File: src/hw/rtl/lbct_pkg.sv
// Shared types, codes and microcode program of the LRU block cache tag store.
`default_nettype none

package lbct_pkg;

    localparam int CACHE_ENTRIES_DEF = 8;
    localparam int BLOCK_W = 32;
    localparam int STAMP_W = 32;
    localparam int WAY_W   = 3;
    localparam int OP_W    = 2;

    localparam logic [OP_W-1:0] OP_LOOKUP     = 2'd0;
    localparam logic [OP_W-1:0] OP_FILL       = 2'd1;
    localparam logic [OP_W-1:0] OP_INVALIDATE = 2'd2;

    typedef struct packed {
        logic [OP_W-1:0]    op;
        logic [BLOCK_W-1:0] block_number;
    } req_t;

    typedef struct packed {
        logic             hit;
        logic [WAY_W-1:0] way;
    } rsp_t;

    typedef logic [3:0] step_t;

    // The miss step directly follows the branch step, so a lookup that found
    // nothing falls through to it.
    localparam step_t STEP_IDLE      = 4'd0;
    localparam step_t STEP_LK_START  = 4'd1;
    localparam step_t STEP_LK_SCAN   = 4'd2;
    localparam step_t STEP_LK_BRANCH = 4'd3;
    localparam step_t STEP_LK_MISS   = 4'd4;
    localparam step_t STEP_LK_HIT    = 4'd5;
    localparam step_t STEP_FL_START  = 4'd6;
    localparam step_t STEP_FL_SCAN   = 4'd7;
    localparam step_t STEP_FL_WRITE  = 4'd8;
    localparam step_t STEP_INVAL     = 4'd9;
    localparam step_t STEP_NOP       = 4'd10;
    localparam step_t STEP_EMIT      = 4'd11;

    typedef enum logic [2:0] {
        COND_ALWAYS,
        COND_REQ,
        COND_SCAN_DONE,
        COND_FOUND,
        COND_OUT_FREE
    } cond_t;

    typedef struct packed {
        logic accept;
        logic scan_start;
        logic scan_next;
        logic eval_lookup;
        logic eval_min;
        logic wr_hit;
        logic wr_fill;
        logic clr_all;
        logic res_zero;
        logic emit;
    } dp_ctl_t;

    typedef struct packed {
        logic scan_done;
        logic found;
        logic out_free;
    } dp_sts_t;

    typedef struct packed {
        dp_ctl_t ctl;
        cond_t   cond;
        logic    loop;
        logic    dispatch;
        step_t   target;
    } ucode_t;

    // Control store: taken jump goes to target (or the op entry point),
    // otherwise hold on a looping step or fall through to the next one.
    function automatic ucode_t ucode_rom(step_t step);
        ucode_t w;
        w        = '0;
        w.cond   = COND_ALWAYS;
        w.target = STEP_IDLE;
        case (step)
            STEP_IDLE:
            begin
                w.ctl.accept = 1'b1;
                w.cond       = COND_REQ;
                w.dispatch   = 1'b1;
                w.loop       = 1'b1;
            end
            STEP_LK_START:
            begin
                w.ctl.scan_start = 1'b1;
                w.target         = STEP_LK_SCAN;
            end
            STEP_LK_SCAN:
            begin
                w.ctl.scan_next   = 1'b1;
                w.ctl.eval_lookup = 1'b1;
                w.cond            = COND_SCAN_DONE;
                w.target          = STEP_LK_BRANCH;
                w.loop            = 1'b1;
            end
            STEP_LK_BRANCH:
            begin
                w.cond   = COND_FOUND;
                w.target = STEP_LK_HIT;
            end
            STEP_LK_HIT:
            begin
                w.ctl.wr_hit = 1'b1;
                w.target     = STEP_EMIT;
            end
            STEP_LK_MISS:
            begin
                w.ctl.res_zero = 1'b1;
                w.target       = STEP_EMIT;
            end
            STEP_FL_START:
            begin
                w.ctl.scan_start = 1'b1;
                w.target         = STEP_FL_SCAN;
            end
            STEP_FL_SCAN:
            begin
                w.ctl.scan_next = 1'b1;
                w.ctl.eval_min  = 1'b1;
                w.cond          = COND_SCAN_DONE;
                w.target        = STEP_FL_WRITE;
                w.loop          = 1'b1;
            end
            STEP_FL_WRITE:
            begin
                w.ctl.wr_fill = 1'b1;
                w.target      = STEP_EMIT;
            end
            STEP_INVAL:
            begin
                w.ctl.clr_all  = 1'b1;
                w.ctl.res_zero = 1'b1;
                w.target       = STEP_EMIT;
            end
            STEP_NOP:
            begin
                w.ctl.res_zero = 1'b1;
                w.target       = STEP_EMIT;
            end
            STEP_EMIT:
            begin
                w.ctl.emit = 1'b1;
                w.cond     = COND_OUT_FREE;
                w.target   = STEP_IDLE;
                w.loop     = 1'b1;
            end
            default:
            begin
                w.target = STEP_IDLE;
            end
        endcase
        return w;
    endfunction

    function automatic step_t dispatch_step(logic [OP_W-1:0] op);
        step_t s;
        case (op)
            OP_LOOKUP:     s = STEP_LK_START;
            OP_FILL:       s = STEP_FL_START;
            OP_INVALIDATE: s = STEP_INVAL;
            default:       s = STEP_NOP;
        endcase
        return s;
    endfunction

endpackage

`default_nettype wire

File: src/hw/rtl/lru_block_cache_tags.sv
// Top level of the LRU block cache tag store: sequencer plus datapath.
`default_nettype none

// Tag and replacement store of a fully associative block cache with
// timestamp LRU. Each request item carries an op (lookup, fill after a
// miss, invalidate all) and a block number; each produces exactly one
// response item with hit and way. A lookup reports the lowest matching
// non-empty entry and restamps it; a fill replaces the entry with the
// smallest stamp (lowest index on ties, empty entries first) and reports
// its way; invalidate empties all entries and restarts the use counter at
// one. Way is the entry index modulo 8. The block handles one item at a
// time: a small microcoded sequencer walks the entry memory through its
// single read port, one entry per cycle; a lookup stops at the first
// hit, a fill scans every entry, and invalidate or an unused op does not
// scan. The response sits in an output register, so the next request is
// accepted while an earlier response still waits on rsp_ready. Entries
// are cleared by per-entry valid bits, so no clearing pass follows reset.
module lru_block_cache_tags
    import lbct_pkg::*;
#(
    parameter int CACHE_ENTRIES = CACHE_ENTRIES_DEF
)
(
    input  logic clk,
    input  logic rst_n,
    input  logic req_valid,
    output logic req_ready,
    input  req_t req,
    output logic rsp_valid,
    input  logic rsp_ready,
    output rsp_t rsp
);

    dp_ctl_t ctl;
    dp_sts_t sts;

    // Step counter and control store; accepts items only in its idle step.
    lbct_seq u_seq (
        .clk       (clk),
        .rst_n     (rst_n),
        .req_valid (req_valid),
        .req_op    (req.op),
        .sts       (sts),
        .ctl       (ctl),
        .req_ready (req_ready)
    );

    // Entry memory, scan compare, stamp counter and response register.
    lbct_dp #(
        .CACHE_ENTRIES (CACHE_ENTRIES)
    ) u_dp (
        .clk       (clk),
        .rst_n     (rst_n),
        .ctl       (ctl),
        .req_valid (req_valid),
        .req_block (req.block_number),
        .rsp_ready (rsp_ready),
        .sts       (sts),
        .rsp_valid (rsp_valid),
        .rsp       (rsp)
    );

endmodule

`default_nettype wire

File: src/hw/rtl/lbct_seq.sv
// Microcode sequencer: step counter, control store lookup and jump logic.
`default_nettype none

module lbct_seq
    import lbct_pkg::*;
(
    input  logic            clk,
    input  logic            rst_n,
    input  logic            req_valid,
    input  logic [OP_W-1:0] req_op,
    input  dp_sts_t         sts,
    output dp_ctl_t         ctl,
    output logic            req_ready
);

    step_t  pc_reg;
    step_t  pc_next;
    ucode_t word;
    logic   take;

    assign word      = ucode_rom(pc_reg);
    assign ctl       = word.ctl;
    assign req_ready = word.ctl.accept;

    always_comb
    begin
        case (word.cond)
            COND_ALWAYS:    take = 1'b1;
            COND_REQ:       take = req_valid;
            COND_SCAN_DONE: take = sts.scan_done;
            COND_FOUND:     take = sts.found;
            COND_OUT_FREE:  take = sts.out_free;
            default:        take = 1'b0;
        endcase
    end

    always_comb
    begin
        if (take)
        begin
            pc_next = word.dispatch ? dispatch_step(req_op) : word.target;
        end
        else if (word.loop)
        begin
            pc_next = pc_reg;
        end
        else
        begin
            pc_next = pc_reg + 4'd1;
        end
    end

    always_ff @(posedge clk or negedge rst_n)
    begin
        if (!rst_n)
        begin
            pc_reg <= STEP_IDLE;
        end
        else
        begin
            pc_reg <= pc_next;
        end
    end

endmodule

`default_nettype wire

File: src/hw/rtl/lbct_dp.sv
// Datapath: entry memory, valid bits, scan pointer, compare and result register.
`default_nettype none

module lbct_dp
    import lbct_pkg::*;
#(
    parameter int CACHE_ENTRIES = CACHE_ENTRIES_DEF
)
(
    input  logic               clk,
    input  logic               rst_n,
    input  dp_ctl_t            ctl,
    input  logic               req_valid,
    input  logic [BLOCK_W-1:0] req_block,
    input  logic               rsp_ready,
    output dp_sts_t            sts,
    output logic               rsp_valid,
    output rsp_t               rsp
);

    localparam int AW      = (CACHE_ENTRIES > 1) ? $clog2(CACHE_ENTRIES) : 1;
    localparam int IW      = AW + 1;
    localparam int ENTRY_W = BLOCK_W + STAMP_W;

    // Each word holds {block, stamp}.
    logic [ENTRY_W-1:0]       entry_mem [CACHE_ENTRIES];

    logic [BLOCK_W-1:0]       blk_reg;
    logic [IW-1:0]            scan_idx_reg;
    logic [IW-1:0]            scan_idx_next;
    logic [AW-1:0]            rd_idx_reg;
    logic [ENTRY_W-1:0]       rd_data_reg;
    logic [CACHE_ENTRIES-1:0] valid_reg;
    logic                     found_reg;
    logic [AW-1:0]            hit_idx_reg;
    logic [AW-1:0]            best_idx_reg;
    logic [STAMP_W-1:0]       best_stamp_reg;
    logic [STAMP_W-1:0]       counter_reg;
    rsp_t                     res_reg;
    logic                     rsp_valid_reg;
    logic                     rsp_valid_next;
    rsp_t                     rsp_reg;

    logic [AW-1:0]            rd_addr;
    logic [STAMP_W-1:0]       rd_stamp;
    logic [BLOCK_W-1:0]       rd_block;
    logic                     match;
    logic                     last;
    logic                     better;
    logic                     wr_en;
    logic [AW-1:0]            wr_addr;
    logic                     out_free;
    logic                     out_load;

    function automatic logic [WAY_W-1:0] to_way(logic [AW-1:0] idx);
        logic [31:0] wide;
        wide = 32'(idx);
        return wide[WAY_W-1:0];
    endfunction

    assign rd_addr  = ctl.scan_start ? '0 : scan_idx_reg[AW-1:0];
    // An entry never written since the last clear reads as empty.
    assign rd_stamp = valid_reg[rd_idx_reg] ? rd_data_reg[STAMP_W-1:0] : '0;
    assign rd_block = rd_data_reg[ENTRY_W-1:STAMP_W];
    assign match    = (rd_stamp != '0) && (rd_block == blk_reg);
    assign last     = (rd_idx_reg == AW'(CACHE_ENTRIES - 1));
    assign better   = (rd_idx_reg == '0) || (rd_stamp < best_stamp_reg);

    assign wr_en    = ctl.wr_hit | ctl.wr_fill;
    assign wr_addr  = ctl.wr_hit ? hit_idx_reg : best_idx_reg;

    assign out_free = !rsp_valid_reg || rsp_ready;
    assign out_load = ctl.emit && out_free;

    assign sts.scan_done = last || (ctl.eval_lookup && match);
    assign sts.found     = found_reg;
    assign sts.out_free  = out_free;

    assign rsp_valid = rsp_valid_reg;
    assign rsp       = rsp_reg;

    always_comb
    begin
        if (ctl.scan_start)
        begin
            scan_idx_next = IW'(1);
        end
        else if (ctl.scan_next)
        begin
            scan_idx_next = scan_idx_reg + IW'(1);
        end
        else
        begin
            scan_idx_next = scan_idx_reg;
        end
    end

    assign rsp_valid_next = out_load || (rsp_valid_reg && !rsp_ready);

    always_ff @(posedge clk)
    begin
        if (wr_en)
        begin
            entry_mem[wr_addr] <= {blk_reg, counter_reg};
        end
        rd_data_reg <= entry_mem[rd_addr];
        rd_idx_reg  <= rd_addr;
    end

    always_ff @(posedge clk)
    begin
        if (ctl.accept && req_valid)
        begin
            blk_reg <= req_block;
        end
        if (ctl.eval_lookup && match && !found_reg)
        begin
            hit_idx_reg <= rd_idx_reg;
        end
        if (ctl.eval_min && better)
        begin
            best_idx_reg   <= rd_idx_reg;
            best_stamp_reg <= rd_stamp;
        end
        if (ctl.wr_hit)
        begin
            res_reg <= '{hit: 1'b1, way: to_way(hit_idx_reg)};
        end
        else if (ctl.wr_fill)
        begin
            res_reg <= '{hit: 1'b0, way: to_way(best_idx_reg)};
        end
        else if (ctl.res_zero)
        begin
            res_reg <= '0;
        end
        if (out_load)
        begin
            rsp_reg <= res_reg;
        end
    end

    always_ff @(posedge clk or negedge rst_n)
    begin
        if (!rst_n)
        begin
            scan_idx_reg  <= '0;
            valid_reg     <= '0;
            found_reg     <= 1'b0;
            counter_reg   <= STAMP_W'(1);
            rsp_valid_reg <= 1'b0;
        end
        else
        begin
            scan_idx_reg  <= scan_idx_next;
            rsp_valid_reg <= rsp_valid_next;
            if (ctl.scan_start)
            begin
                found_reg <= 1'b0;
            end
            else if (ctl.eval_lookup && match)
            begin
                found_reg <= 1'b1;
            end
            if (ctl.clr_all)
            begin
                valid_reg   <= '0;
                counter_reg <= STAMP_W'(1);
            end
            else if (wr_en)
            begin
                valid_reg[wr_addr] <= 1'b1;
                counter_reg        <= counter_reg + STAMP_W'(1);
            end
        end
    end

endmodule

`default_nettype wire

File: config.mk
export PLATFORM = sky130hd
export DESIGN_NAME = lru_block_cache_tags
export DESIGN_NICKNAME = d
export VERILOG_FILES = /design/src/hw/rtl/lbct_pkg.sv /design/src/hw/rtl/lru_block_cache_tags.sv /design/src/hw/rtl/lbct_seq.sv /design/src/hw/rtl/lbct_dp.sv
export SDC_FILE = /design/constraint.sdc
export NUM_CORES = 1
export LEC_CHECK = 0
export BUFFER_PORTS_ARGS = -buffer_cell sky130_fd_sc_hd__buf_4
export CELL_PAD_IN_SITES_DETAIL_PLACEMENT = 0
export CELL_PAD_IN_SITES_GLOBAL_PLACEMENT = 1
export CORE_UTILIZATION = 47
export DETAILED_ROUTE_END_ITERATION = 8
export GPL_TIMING_DRIVEN = 0
export PLACE_DENSITY = 0.71
export SYNTH_ARGS = -nofsm -noshare
export SYNTH_HDL_FRONTEND = slang
export SYNTH_SLANG_ARGS = --single-unit
File: constraint.sdc
create_clock -name clk -period 5.84 [get_ports clk]
set_input_delay 0.584 -clock clk [delete_from_list [all_inputs] [get_ports clk]]
set_output_delay 0.584 -clock clk [all_outputs]
set_load 0.02 [all_outputs]
Word-level counts from Yosys, hierarchy flattened:

Memories as Yosys holds them, arrays and structs flattened. A register that Yosys moved wholly into a read port is not among the register bits.
Cells that the tools add are included.

* register bits after elaboration: 131
* bits in writable memories: 512
* input bits: 38
* output and inout port bits: 6
* word-level logic and storage cells: 113
* memories kept: 1

Memory list
* u_dp.entry_mem: words 8, bits a word 64, read ports 1, clocked after Yosys merged registers in 1, wr ports 1, RTL line lbct_dp.sv:26 `logic [ENTRY_W-1:0] entry_mem [CACHE_ENTRIES];`

* add/subtract/negate cells: 3
* $lt $le $gt $ge: 4
* eq/ne operators: 20
* mux-type cells: 38
* bitwise operators: 2
* reduce and logical (&&, ||, !) cells: 30

Operators by type and width (count)
* 32-bit two-way mux: 3
* 32-bit by 1-bit adder with 32-bit output, second input constant: 1
* 32-bit == test: 1
* 32-bit < comparator: 1
* 32-bit nonzero test: 1
* 4-bit two-way mux: 7
* 4-bit one-hot mux with 6 select lines: 1
* 1-bit two-way mux: 17
* 4-bit by 3-bit == test with 1-bit output, second input constant: 4
* 4-bit == test, second input constant: 4
* 8-bit two-way mux: 2
* 3-bit one-hot mux with 4 select lines: 1
* 4-bit one-hot mux with 3 select lines: 1
* 3-bit two-way mux: 3
* 4-bit by 1-bit adder with 4-bit output, second input constant: 2
* 4-bit by 2-bit == test with 1-bit output, second input constant: 2
* 1-bit logical AND: 8
* 3-bit by 4-bit < comparator with 1-bit output, second input constant: 2
* 8-bit OR: 1
* 2-bit nonzero test: 4
* 3-bit by 2-bit == test with 1-bit output, second input constant: 2
* 3-bit == test, second input constant: 2
* 3-bit logical NOT: 2
* 1-bit one-hot mux with 5 select lines: 1
* 18 further kinds: 24

Logic depth before layout (Yosys ltp):

Gate-level depths: netlist of run 1.

* depth after elaboration: 10
* depth in mapped cells: 12
* gate-level depth less buffers: 11

Modules after synthesis:

A second synthesis of run 1 with hierarchy kept.

* cell total of the unflattened synthesis: 1578
* area, all modules: 27123.5 um2

By module, submodules not included
* lbct_dp: instances 1, cells an instance 1502, area each 26545.5 um2, seq. area each 20175.6 um2
* lbct_seq: instances 1, cells an instance 76, area each 578.1 um2, seq. area each 100.1 um2

Least setup slack after synthesis of run 1:

Ideal clock, no wire load.

* path type: register to register
* start point: register u_dp.rd_idx_reg[0]
* end point: register u_dp.best_idx_reg[0] (enable)
* setup time: 0.439 ns
* data arrival time: 4.765 ns
* data required time: 5.401 ns
* slack: 0.636 ns
* stages on the path, launching flop included: 13
* path buffers: 1
* clock period less this slack: 5.204 ns
* cell sequence: dfxtp_1 mux4_1 mux2_4 clkbuf_1 and2_1 ha_1 a21o_1 a21o_1 a211o_1 a21o_1 a311oi_1 o31ai_1 a21oi_1

* word-level cells in the longest chain between the ends: 6
* elaborated cells between the ends (all ways): 7
* classes of those cells: order compare: 1; mux: 3; reduce/logical: 3

Ends and longest elaborated chain
* start: declaration: RTL line lbct_dp.sv:31 `logic [AW-1:0] rd_idx_reg;`
* start signal: assignment: RTL line lbct_dp.sv:107 `rd_idx_reg <= rd_addr;`
* 1-bit binary-select mux with 3-bit select: RTL line lbct_dp.sv:63 `assign rd_stamp = valid_reg[rd_idx_reg] ? rd_data_reg[STAMP_W-1:0] : '0;`
* 1-bit two-way mux (not written as such): RTL line lbct_dp.sv:63
* 32-bit two-way mux: RTL line lbct_dp.sv:63
* via u_dp.rd_stamp[11]: RTL line lbct_dp.sv:45 `logic [STAMP_W-1:0] rd_stamp;`
* 32-bit < comparator: RTL line lbct_dp.sv:67 `assign better = (rd_idx_reg == '0) || (rd_stamp < best_stamp_reg);`
* 1-bit logical OR: RTL line lbct_dp.sv:67
* 1-bit logical AND: RTL line lbct_dp.sv:120 `if (ctl.eval_min && better)`
* end signal: assignment: RTL line lbct_dp.sv:122 `best_idx_reg <= rd_idx_reg;`
* end: declaration: RTL line lbct_dp.sv:36 `logic [AW-1:0] best_idx_reg;`

The timed path passes the listed nets, and every way through them passes these cells. The select of a mux whose other input is x is not followed.
A chain may end at the register's enable or synchronous reset.

Worst setup path in the final report of run 1:

* start point: register u_dp.rd_idx_reg[0]
* end point: register u_dp.best_stamp_reg[22] (enable)

* word-level cells in the longest chain between the ends: 6
* elaborated cells between the ends (all ways): 7
* classes of those cells: order compare: 1; mux: 3; reduce/logical: 3

Ends and longest elaborated chain
* 1-bit binary-select mux with 3-bit select: RTL line lbct_dp.sv:63
* 1-bit two-way mux (not written as such): RTL line lbct_dp.sv:63
* 32-bit two-way mux: RTL line lbct_dp.sv:63
* via u_dp.rd_stamp[11]: RTL line lbct_dp.sv:45
* 32-bit < comparator: RTL line lbct_dp.sv:67
* 1-bit logical OR: RTL line lbct_dp.sv:67
* 1-bit logical AND: RTL line lbct_dp.sv:120
* end signal: assignment: RTL line lbct_dp.sv:123 `best_stamp_reg <= rd_stamp;`
* end: declaration: RTL line lbct_dp.sv:37 `logic [STAMP_W-1:0] best_stamp_reg;`

The timed path passes the listed nets, and every way through them passes these cells. The select of a mux whose other input is x is not followed.

==> run summary, run 1 <==
outcome - complete, no violations
slowest cell on the critical path - mux4_1
I/O pins - 44
Synth Instances - 2061
Net Sw Frac - 33.4%
# Post-CTS Setup Buffers - 0
CTS Root Cell - clkbuf_16
pwr dens - 492 nW/um^2
CP max stage delay - 0.60 ns
die area - 60200 sq um
mean post-synth cell area - 13.5 sq um
Seq pwr share - 42.1%
Seq cells post-synth - 706
Distinct cells, synth - 60
Area growth, synth to finish - 14.8%
worst skew pair latency - 0.61 ns
CP startpoint kind - register
Post-Route Setup TNS - 0 ns
critical path type - reg2reg
First-pass DRT Iterations - 6
Largest register FFs - 512
Worst VDD drop - 0.293 mV
Worst EP arrival - 5.25 ns
Hold WC Path Type - in2async
actual slew at the worst max-slew pin - 0.981 ns
grt total ovfl - 0
Top FF cell, synth - edfxtp_1
Clock power frac - 29.7%
crit path capture type - register
Synth area leaders - edfxtp_1 (64%), dfxtp_1 (4.9%), nand2_1 (4.7%)
Synth warnings - 0
Worst-path clk slew - 0.06 ns
initial DRC count - 1582
Num CTS Buffers - 75
# fillers - 4839
Setup Viol. Count Final - 0
pins over their slew limit - 0
commonest non-fill, non-tap cell in the layout - edfxtp_1
layout cell share with drive strength beyond 1 - 10.3%
Period minus WS final - 4.95 ns
part of the cycle the worst path needs - 84.8%
internal cell power - 10.5 mW
Post-synth ARST share - 6.94%
Pleak - 11.3 nW
final core utilization - 54.9%
crit-path max FO - 23
EDFF count, synth - 589
DR DRC count - 0
syn_nets - 2136
Fin. Hold Viols - 0
Total Wirelength - 69400 um
CTS HTree Levels - 3
CTS tree - done
clk_skew - 0.0184 ns
total of max-cap violations - 0
post-route insts no fill - 3023
nets@finish - 2273
sequential-to-total area share from yosys stat - 72.9%
detailed placer's ending HPWL - 45100 um
Psw - 5.26 mW
core area - 58100 sq um
vias in the first global route - 17100
CTS resizes - 0
Initial Util - 47.8%
cell repeated most along the worst path - a21o_1
first-pass GRT wire length - 104000 um
Synth area leader - edfxtp_1
largest net degree at the start of global routing - 50
hold bufs inserted after CTS - 0
placed cells - 2886
Antenna Cells - 0
largest buffer count on any clock path - 3
routability cong. - 0.833
Synth top area share - 63.6%
Max Freq - 202 MHz
post-route ant nets - 0
IO Port Bufs - 43
via count - 17200
hold slack - 0.00548 ns
Global Route Usage Sum - 23.3%
DIE HEIGHT - 245 um
Die Span X - 245 um
Syn Std Cell Area - 27800 sq um
Site Rows - 88
worst-path cell chain - mux4_1 > mux2_4 > clkbuf_1 > and2_1 > ha_1 > a21o_1 > a21o_1 > a211o_1 > a21o_1 > a311oi_1 > o31ai_1 > a21oi_4 > buf_16
Max-slew headroom - 34.6%
initial antenna violation count - 2
worst endpoint required time - 6.14 ns
Logic pwr share - 28.2%
commonest non-fill, non-tap cells in the layout - edfxtp_1 (589), nand2_1 (351), nand3_1 (145), nor2_1 (120), clkbuf_1 (103)
Num Clock Sinks - 706
RSZ-0062 raised after global routing - no
Routed WL per cell - 22.9 um
Worst Reg-to-Reg Cells - 13
Vias/cell - 5.68
==> cell usage after synthesis (all sizes together), types with 7 or more instances <==
cell / number
edfxtp: 589
nand2: 353
nand3: 146
nor2: 132
a21oi: 90
clkbuf: 78
dfxtp: 68
a211oi: 66
a221oi: 64
a31o: 64
dfrtp: 48
inv: 48
xor2: 48
buf: 42
ha: 37
and2: 33
nor4: 25
o21ai: 23
nand4: 20
xnor2: 11
and3: 9
or3: 9
a21o: 7
==> power by group through the flow <==
stage	clock network [mW]	logic, mW	registers [mW]
after floorplan	0	2.85	6.58
after global placement	0	4.30	6.75
after detailed placement	0	4.43	6.72
after CTS	4.73	4.46	6.62
after global routing	4.93	4.85	6.68
final	4.67	4.43	6.62
==> critical path, delay by kind of cell, from the launching register on <==
kind | cells | cell delay [ns]
AO/OA/AOI/OAI | 7 | 2.09
adder cells (fa/ha/maj) | 1 | 0.32
buffers and inverters | 2 | 0.48
flip-flops | 1 | 0.52
multiplexers | 2 | 0.98
AND/OR/NAND/NOR | 1 | 0.23
==> path summary, 6_finish.rpt <==
| path | startpoint | to | slack [ns] |
|---|---|---|---|
| worst max-delay path | u_dp.rd_idx_reg[0] | u_dp.best_stamp_reg[22] | 0.89 |
| worst min-delay path | rst_n | u_dp.counter_reg[22] | 0.005 |
| worst max register to register | u_dp.rd_idx_reg[0] | u_dp.best_stamp_reg[22] | 0.89 |
| worst min register to register | u_dp.res_reg[2] | u_dp.rsp[2] | 0.42 |
| max in group asynchronous | rst_n | u_dp.valid_reg[4] | 5.32 |
| min in group clk | req[18] | u_dp.blk_reg[18] | 0.15 |
==> layout make-up <==
cell class / count / area [sq um] / share of cell area, %
Sequential cell: 706 / 20300 / 63.5
Multi-Input combinational cell: 1187 / 6920 / 21.7
Clock buffer: 115 / 2220 / 6.96
Tap cell: 765 / 957 / 3.00
Timing Repair Buffer: 60 / 671 / 2.10
Buffer: 120 / 514 / 1.61
Clock inverter: 22 / 200 / 0.627
Inverter: 48 / 180 / 0.564
==> cells by family after synthesis <==
group                      synth area share [%]
AOI/OAI and AO/OA                          8.59
xor gates and xnor gates                   1.86
adders and majority gates                  1.66
buffers and inverters                      2.50
DFF                                        72.9
muxes                                     0.427
and+or+nand+nor                            12.1
==> metal layers <==
metal	wire length, um	part of all wire [%]	track usage [%]	up-vias
li1	-	-	-	7951
met1	29900	43	31.0	8626
met2	34100	49	39.2	497
met3	3640	5.2	3.84	106
met4	1710	2.5	7.11	0
met5	0	0	0	-
==> stage by stage <==
| stage | total power, mW | cell area, sq um | setup slack, ns |
|---|---|---|---|
| detailed placement | 11.1 | 29500 | 0.915 |
| CTS | 15.8 | 31900 | 0.877 |
| global placement | 11.0 | 29100 | -1.67 |
| floorplan | 9.43 | 27800 | 0.636 |
| finish | 15.7 | 31900 | 0.890 |
| global route | 16.5 | 31900 | 0.757 |
Power figures use the tool's default switching activity.
==> inputs of run 2 (changes only) <==
Clock period 5.84 ns to 4.78 ns, I/O delays scaled along.
==> run summary, run 2 (synthesized netlist as in run 1, its figures left out) <==
worst-path cell chain - mux4_1 > mux2_4 > clkbuf_1 > and2_1 > ha_1 > a21o_1 > a21o_1 > a211o_1 > a21o_1 > a311oi_2 > o31ai_1 > a21oi_4 > buf_16 (was mux4_1 > mux2_4 > clkbuf_1 > and2_1 > ha_1 > a21o_1 > a21o_1 > a211o_1 > a21o_1 > a311oi_1 > o31ai_1 > a21oi_4 > buf_16)
part of the cycle the worst path needs - 94.0% (was 84.8%)
initial DRC count - 1421 (was 1582)
actual slew at the worst max-slew pin - 1.05 ns (was 0.981 ns)
worst endpoint required time - 5.08 ns (was 6.14 ns)
Antenna Cells - 0 (unchanged)
pins over their slew limit - 0 (unchanged)
R2R Path End - u_dp.best_stamp_reg[17] (was u_dp.best_stamp_reg[22])
Fin. Hold Viols - 0 (unchanged)
setup ws final - 0.288 ns (was 0.890 ns)
worst skew pair latency - 0.62 ns (was 0.61 ns)
commonest non-fill, non-tap cells in the layout - edfxtp_1 (589), nand2_1 (351), nand3_1 (145), nor2_1 (120), clkbuf_1 (98) (was edfxtp_1 (589), nand2_1 (351), nand3_1 (145), nor2_1 (120), clkbuf_1 (103))
Total Wirelength - 69400 um (about the same)
cell repeated most along the worst path - a21o_1 (unchanged)
Period minus WS final - 4.49 ns (was 4.95 ns)
die area - 60200 sq um (unchanged)
Worst Hold Launch - req[25]
detailed placer's ending HPWL - 45300 um (was 45100 um)
Hold WC Path Type - in2reg (was in2async)
vias in the first global route - 17200 (was 17100)
Worst Reg-to-Reg Cells - 13 (unchanged)
Max-slew headroom - 29.8% (was 34.6%)
Crit path max-delay family - compound AO/OA/AOI/OAI gates (unchanged)
Pleak - 11.3 nW (about the same)
RSZ-0062 raised after global routing - no (unchanged)
initial antenna violation count - 1 (was 2)
# fillers - 4818 (was 4839)
Largest register FFs - 512 (unchanged)
first-pass GRT wire length - 105000 um (was 104000 um)
Global Route Usage Sum - 23.4% (was 23.3%)
hold depth - 1
nets@finish - 2277 (was 2273)
I/O pins - 44 (unchanged)
largest buffer count on any clock path - 3 (unchanged)
Worst-path clk slew - 0.06 ns (about the same)
largest net degree at the start of global routing - 50 (unchanged)
hold slack - 0.0334 ns (was 0.00548 ns)
crit-path max FO - 23 (unchanged)
Critical path buffers and inverters - 2 (unchanged)
commonest non-fill, non-tap cell in the layout - edfxtp_1 (unchanged)
CP startpoint kind - register (unchanged)
outcome - complete, no violations (unchanged)
grt total ovfl - 0 (unchanged)
crit path capture type - register (unchanged)
First-pass DRT Iterations - 7 (was 6)
Initial Util - 47.8% (unchanged)
Site Rows - 88 (unchanged)
placed cells - 2887 (was 2886)
Die Span X - 245 um (unchanged)
Worst VDD drop - 0.358 mV (was 0.293 mV)
Num CTS Buffers - 74 (was 75)
DP Worst Slack - -0.156 ns (was 0.915 ns)
Vias/cell - 5.66 (was 5.68)
Max Freq - 223 MHz (was 202 MHz)
post-route ant nets - 0 (unchanged)
RR Startpoint - u_dp.rd_idx_reg[0] (unchanged)
core area - 58100 sq um (unchanged)
IO Port Bufs - 43 (unchanged)
slowest cell on the critical path - mux4_1 (unchanged)
DR DRC count - 0 (unchanged)
final core utilization - 55.1% (was 54.9%)
routability cong. - 0.814 (was 0.833)
Num Clock Sinks - 706 (unchanged)
CTS HTree Levels - 3 (unchanged)
total of max-cap violations - 0 (unchanged)
CTS Root Cell - clkbuf_16 (unchanged)
critical path type - reg2reg (unchanged)
pwr dens - 602 nW/um^2 (was 492 nW/um^2)
Worst EP arrival - 4.80 ns (was 5.25 ns)
clk_skew - 0.0241 ns (was 0.0184 ns)
CP max stage delay - 0.61 ns (was 0.60 ns)
layout cell share with drive strength beyond 1 - 10.2% (was 10.3%)
Routed WL per cell - 22.9 um (about the same)
Hold Path Sink - u_dp.blk_reg[25]
CTS tree - done (unchanged)
Setup Viol. Count Final - 0 (unchanged)
R2R Setup Slk - 0.29 ns (was 0.89 ns)
Area growth, synth to finish - 15.1% (was 14.8%)
DIE HEIGHT - 245 um (unchanged)
post-route insts no fill - 3027 (was 3023)
via count - 17100 (was 17200)
run 2: cell count changes in the layout (fill, tap and decap cells not counted), moves of 2 or more:
cell	previous run	this run
clkbuf_8	11	4
clkbuf_16	79	75
clkinv_1	3	12
clkinvlp_4	3	0
dlygate4sd3_1	0	3
buf_16	1	3
bufinv_16	3	8
clkinv_8	0	2
inv_6	1	5
clkbuf_1	103	98
run 2: how the worst max path moves through the flow:
stage | start | endpoint | slack, ns | depth (start not counted)
detailed placement | u_dp.rd_idx_reg[0] | u_dp.best_stamp_reg[20] | -0.16 | 13
floorplan | u_seq.pc_reg[0] | u_dp.entry_mem[0][0] | 0.28 | 6
global placement | u_seq.pc_reg[3] | u_dp.entry_mem[0][35] | -2.77 | 5
global route | u_dp.rd_idx_reg[0] | u_dp.best_stamp_reg[16] | 0.11 | 13
CTS | u_dp.rd_idx_reg[0] | u_dp.best_stamp_reg[9] | 0.17 | 13
finish | u_dp.rd_idx_reg[0] | u_dp.best_stamp_reg[17] | 0.29 | 13
run 2: layout make-up:
class,instances,area (sq um),share of cell area (%)
Inverter,48,180,0.562
Buffer,120,514,1.61
Timing Repair Buffer,65,756,2.36
Sequential cell,706,20300,63.3
Multi-Input combinational cell,1187,6930,21.6
Clock buffer,99,2010,6.27
Clock inverter,37,415,1.30
Tap cell,765,957,2.99
run 2: metal layers:
layer | GRT usage, % | wire length (um)
met5 | 0 | 0
met3 | 3.50 | 3320
met1 | 31.1 | 30000
met4 | 7.63 | 1760
met2 | 39.5 | 34300
run 2: stage by stage:
| step | instance area [sq um] | setup TNS [ns] | total power [mW] |
|---|---|---|---|
| after global routing | 32000 | 0 | 20.2 |
| after global placement | 29100 | -1332.58 | 13.5 |
| after CTS | 32000 | 0 | 19.4 |
| final | 32000 | 0 | 19.3 |
| after floorplan | 27800 | 0 | 11.5 |
| after detailed placement | 29600 | -3.54 | 13.6 |
run 2: what timing repair did:
item                                   CTS  global route
pin swaps                                1             0
buffers inserted                         1             0
gates resized for setup                  0             1
setup endpoints to repair               23            14
hold buffers                             1             2
endpoints found under the hold margin   48             2
run 2: power breakdown:
| group | leakage, nW | switching (mW) | total, mW | internal, mW |
|---|---|---|---|---|
| clock network | 1.18 | 2.35 | 5.74 | 3.40 |
| registers | 6.51 | 0.466 | 8.09 | 7.62 |
| logic | 3.64 | 3.64 | 5.46 | 1.82 |
run 2: worst reg2reg max path, delay by kind of cell, from the launching register on:
kind                       cells  cell delay (ns)
buffers and inverters          2             0.44
AOI/OAI and AO/OA              7             1.64
and+or+nand+nor                1             0.24
DFF                            1             0.53
adders and majority gates      1             0.32
muxes                          2             1.01
==> inputs of run 3 (changes only) <==
Settings changed: ABC_AREA set to 1, CELL_PAD_IN_SITES_DETAIL_PLACEMENT 0 to not set, CELL_PAD_IN_SITES_GLOBAL_PLACEMENT 1 to not set, CORE_UTILIZATION 47 to 62, PLACE_DENSITY 0.71 to 0.78.
==> run summary, run 3 <==
via count - 18300 (was 17100)
Num Clock Sinks - 706 (unchanged)
clk_skew - 0.0124 ns (was 0.0241 ns)
Synth top area share - 62.7% (was 63.6%)
die area - 46300 sq um (was 60200 sq um)
initial antenna violation count - 2 (was 1)
vias in the first global route - 18400 (was 17200)
Worst VDD drop - 0.485 mV (was 0.358 mV)
Synth area leader - edfxtp_1 (unchanged)
mean post-synth cell area - 12.5 sq um (was 13.5 sq um)
crit path capture type - register (unchanged)
Pleak - 11.4 nW (was 11.3 nW)
sequential-to-total area share from yosys stat - 71.9% (was 72.9%)
actual slew at the worst max-slew pin - 0.943 ns (was 1.05 ns)
detailed placer's ending HPWL - 42300 um (was 45300 um)
hold bufs inserted after CTS - 1 (unchanged)
top-count cell post-synth - edfxtp_1 (unchanged)
register area - 20300 sq um (unchanged)
Period minus WS final - 4.08 ns (was 4.49 ns)
grt total ovfl - 0 (unchanged)
Largest register FFs - 512 (unchanged)
DP Worst Slack - 0.799 ns (was -0.156 ns)
Worst-path clk slew - 0.06 ns (about the same)
Antenna Cells - 0 (unchanged)
Global Route Usage Sum - 29.1% (was 23.4%)
I/O pins - 44 (unchanged)
CTS resizes - 0 (unchanged)
syn_nets - 2336 (was 2136)
CTS tree - done (unchanged)
routability cong. - 0.910 (was 0.814)
Vias/cell - 6.00 (was 5.66)
Post-synth ARST share - 6.94% (unchanged)
Routed WL per cell - 21.8 um (was 22.9 um)
pwr dens - 633 nW/um^2 (was 602 nW/um^2)
Distinct cells, synth - 44 (was 60)
layout cell share with drive strength beyond 1 - 11.4% (was 10.2%)
CTS Root Cell - clkbuf_16 (unchanged)
Max Freq - 245 MHz (was 223 MHz)
setup ws final - 0.705 ns (was 0.288 ns)
footprint of the multi-input gates - 6840 sq um (was 6930 sq um)
Seq cells post-synth - 706 (unchanged)
Initial Util - 63.3% (was 47.8%)
EDFF count, synth - 589 (unchanged)
largest buffer count on any clock path - 3 (unchanged)
part of the cycle the worst path needs - 85.3% (was 94.0%)
Setup Viol. Count Final - 0 (unchanged)
critical path type - reg2reg (unchanged)
Num CTS Buffers - 70 (was 74)
commonest non-fill, non-tap cells in the layout - edfxtp_1 (589), nor2_1 (412), o21ai_0 (206), nand2_1 (165), inv_1 (146) (was edfxtp_1 (589), nand2_1 (351), nand3_1 (145), nor2_1 (120), clkbuf_1 (98))
commonest non-fill, non-tap cell in the layout - edfxtp_1 (unchanged)
Max-slew headroom - 37.0% (was 29.8%)
crit-path max FO - 31 (was 23)
DR DRC count - 0 (unchanged)
outcome - complete, no violations (unchanged)
Total Wirelength - 66400 um (was 69400 um)
worst endpoint required time - 5.08 ns (about the same)
Post-Route Setup TNS - 0 ns (unchanged)
Top FF cell, synth - edfxtp_1 (unchanged)
# Post-CTS Setup Buffers - 0 (was 1)
first-pass GRT wire length - 102000 um (was 105000 um)
worst skew pair latency - 0.61 ns (was 0.62 ns)
Synth warnings - 0 (unchanged)
nets@finish - 2470 (was 2277)
Fin. Hold Viols - 0 (unchanged)
Synth Instances - 2261 (was 2061)
Hold WC Path Type - in2reg (unchanged)
Worst EP arrival - 4.37 ns (was 4.80 ns)
largest net degree at the start of global routing - 50 (unchanged)
# fillers - 2909 (was 4818)
core area - 44500 sq um (was 58100 sq um)
Synth area leaders - edfxtp_1 (63%), nor2_1 (5.6%), dfxtp_1 (4.8%) (was edfxtp_1 (64%), dfxtp_1 (4.9%), nand2_1 (4.7%))
CP startpoint kind - register (unchanged)
IO Port Bufs - 43 (unchanged)
First-pass DRT Iterations - 7 (unchanged)
CTS HTree Levels - 3 (unchanged)
Site Rows - 77 (was 88)
total of max-cap violations - 0 (unchanged)
pins over their slew limit - 0 (unchanged)
Die Span X - 215 um (was 245 um)
synth cell count leaders - edfxtp_1 (589), nor2_1 (421), o21ai_0 (206), nand2_1 (165), inv_1 (146) (was edfxtp_1 (589), nand2_1 (351), nand3_1 (145), nor2_1 (128), a21oi_1 (89))
Area growth, synth to finish - 13.3% (was 15.1%)
Syn Std Cell Area - 28200 sq um (was 27800 sq um)
RSZ-0062 raised after global routing - no (unchanged)
post-route ant nets - 0 (unchanged)
DIE HEIGHT - 215 um (was 245 um)
initial DRC count - 2021 (was 1421)
R2R Setup Slk - 0.70 ns (was 0.29 ns)
run 3: cell types whose count changed in the layout (fill, tap and decap cells not counted), moves of 46 or more:
| cell | delta |
|---|---|
| a21oi_1 | -46 |
| nand2_1 | -186 |
| a31o_1 | -64 |
| nand3_1 | -120 |
| a221oi_1 | -63 |
| a31oi_1 | +62 |
| a211oi_1 | -61 |
| o21a_1 | +134 |
| o21ai_0 | +184 |
| o21ai_1 | +78 |
| nor2_1 | +292 |
| inv_1 | +100 |
run 3: cell families after synthesis:
kind of cell	synth area share, %
DFF	71.9
and+or+nand+nor	9.80
AOI/OAI and AO/OA	11.7
buffers and inverters	4.12
adders and majority gates	1.64
xor gates and xnor gates	0.839
run 3: power by group:
part / switching (mW) / internal [mW] / total, mW / leakage [nW]
clock network: 2.29 / 3.06 / 5.35 / 1.09
registers: 0.495 / 7.69 / 8.19 / 6.42
logic: 4.60 / 2.07 / 6.68 / 3.93
run 3: per-layer routing:
layer	vias to the layer above	global-route usage [%]	wire length, um
met5	-	0	23
met4	4	12.2	2340
met3	163	4.67	5000
met2	862	49.4	33300
met1	8939	37.5	25700
li1	8304	-	-
run 3: final timing paths:
| check | startpoint | to | cells after the start |
|---|---|---|---|
| max in group asynchronous | rst_n | u_dp.counter_reg[27] | 2 |
| worst min register to register | u_dp.res_reg[0] | u_dp.rsp[0] | 0 |
| worst max-delay path | u_dp.rd_idx_reg[0] | u_dp.best_stamp_reg[31] | 17 |
| min in group asynchronous | rst_n | u_dp.valid_reg[4] | 2 |
| worst min-delay path | req[19] | u_dp.blk_reg[19] | 1 |
| worst max register to register | u_dp.rd_idx_reg[0] | u_dp.best_stamp_reg[31] | 17 |
run 3: area by class of cell:
type / instances / area share [%]
Buffer: 105 / 1.80
Clock buffer: 107 / 6.20
Clock inverter: 23 / 0.775
Sequential cell: 706 / 63.5
Tap cell: 592 / 2.32
Timing Repair Buffer: 62 / 2.19
Multi-Input combinational cell: 1294 / 21.4
Inverter: 156 / 1.83
run 3: worst max-delay path, cell delays in order, from the launching register on:
cell	delay, ns
dfxtp_1	0.58
nand2_1	0.12
nand3_1	0.12
nand2_1	0.05
nand2_1	0.07
nand2_2	0.16
inv_1	0.16
clkbuf_1	0.40
nor2_1	0.14
ha_1	0.34
a21oi_1	0.13
nor2_1	0.07
a211oi_1	0.19
o221ai_1	0.19
a21oi_1	0.20
nand2_1	0.20
a21oi_4	0.36
buf_12	0.25
run 3: stage by stage:
step / power [mW] / cell area, sq um / instances / util [%] / hold slack (ns)
after global placement: 14.5 / 29300 / 2896 / 65.7 / 0.407
after global routing: 21.2 / 31900 / 3045 / 71.8 / 0.0161
after floorplan: 12.5 / 28200 / 2261 / - / 0.182
after CTS: 20.1 / 31900 / 3045 / 71.8 / 0.0180
after detailed placement: 14.8 / 29700 / 2914 / 66.7 / 0.416
final: 20.2 / 31900 / 3045 / 71.8 / 0.0377
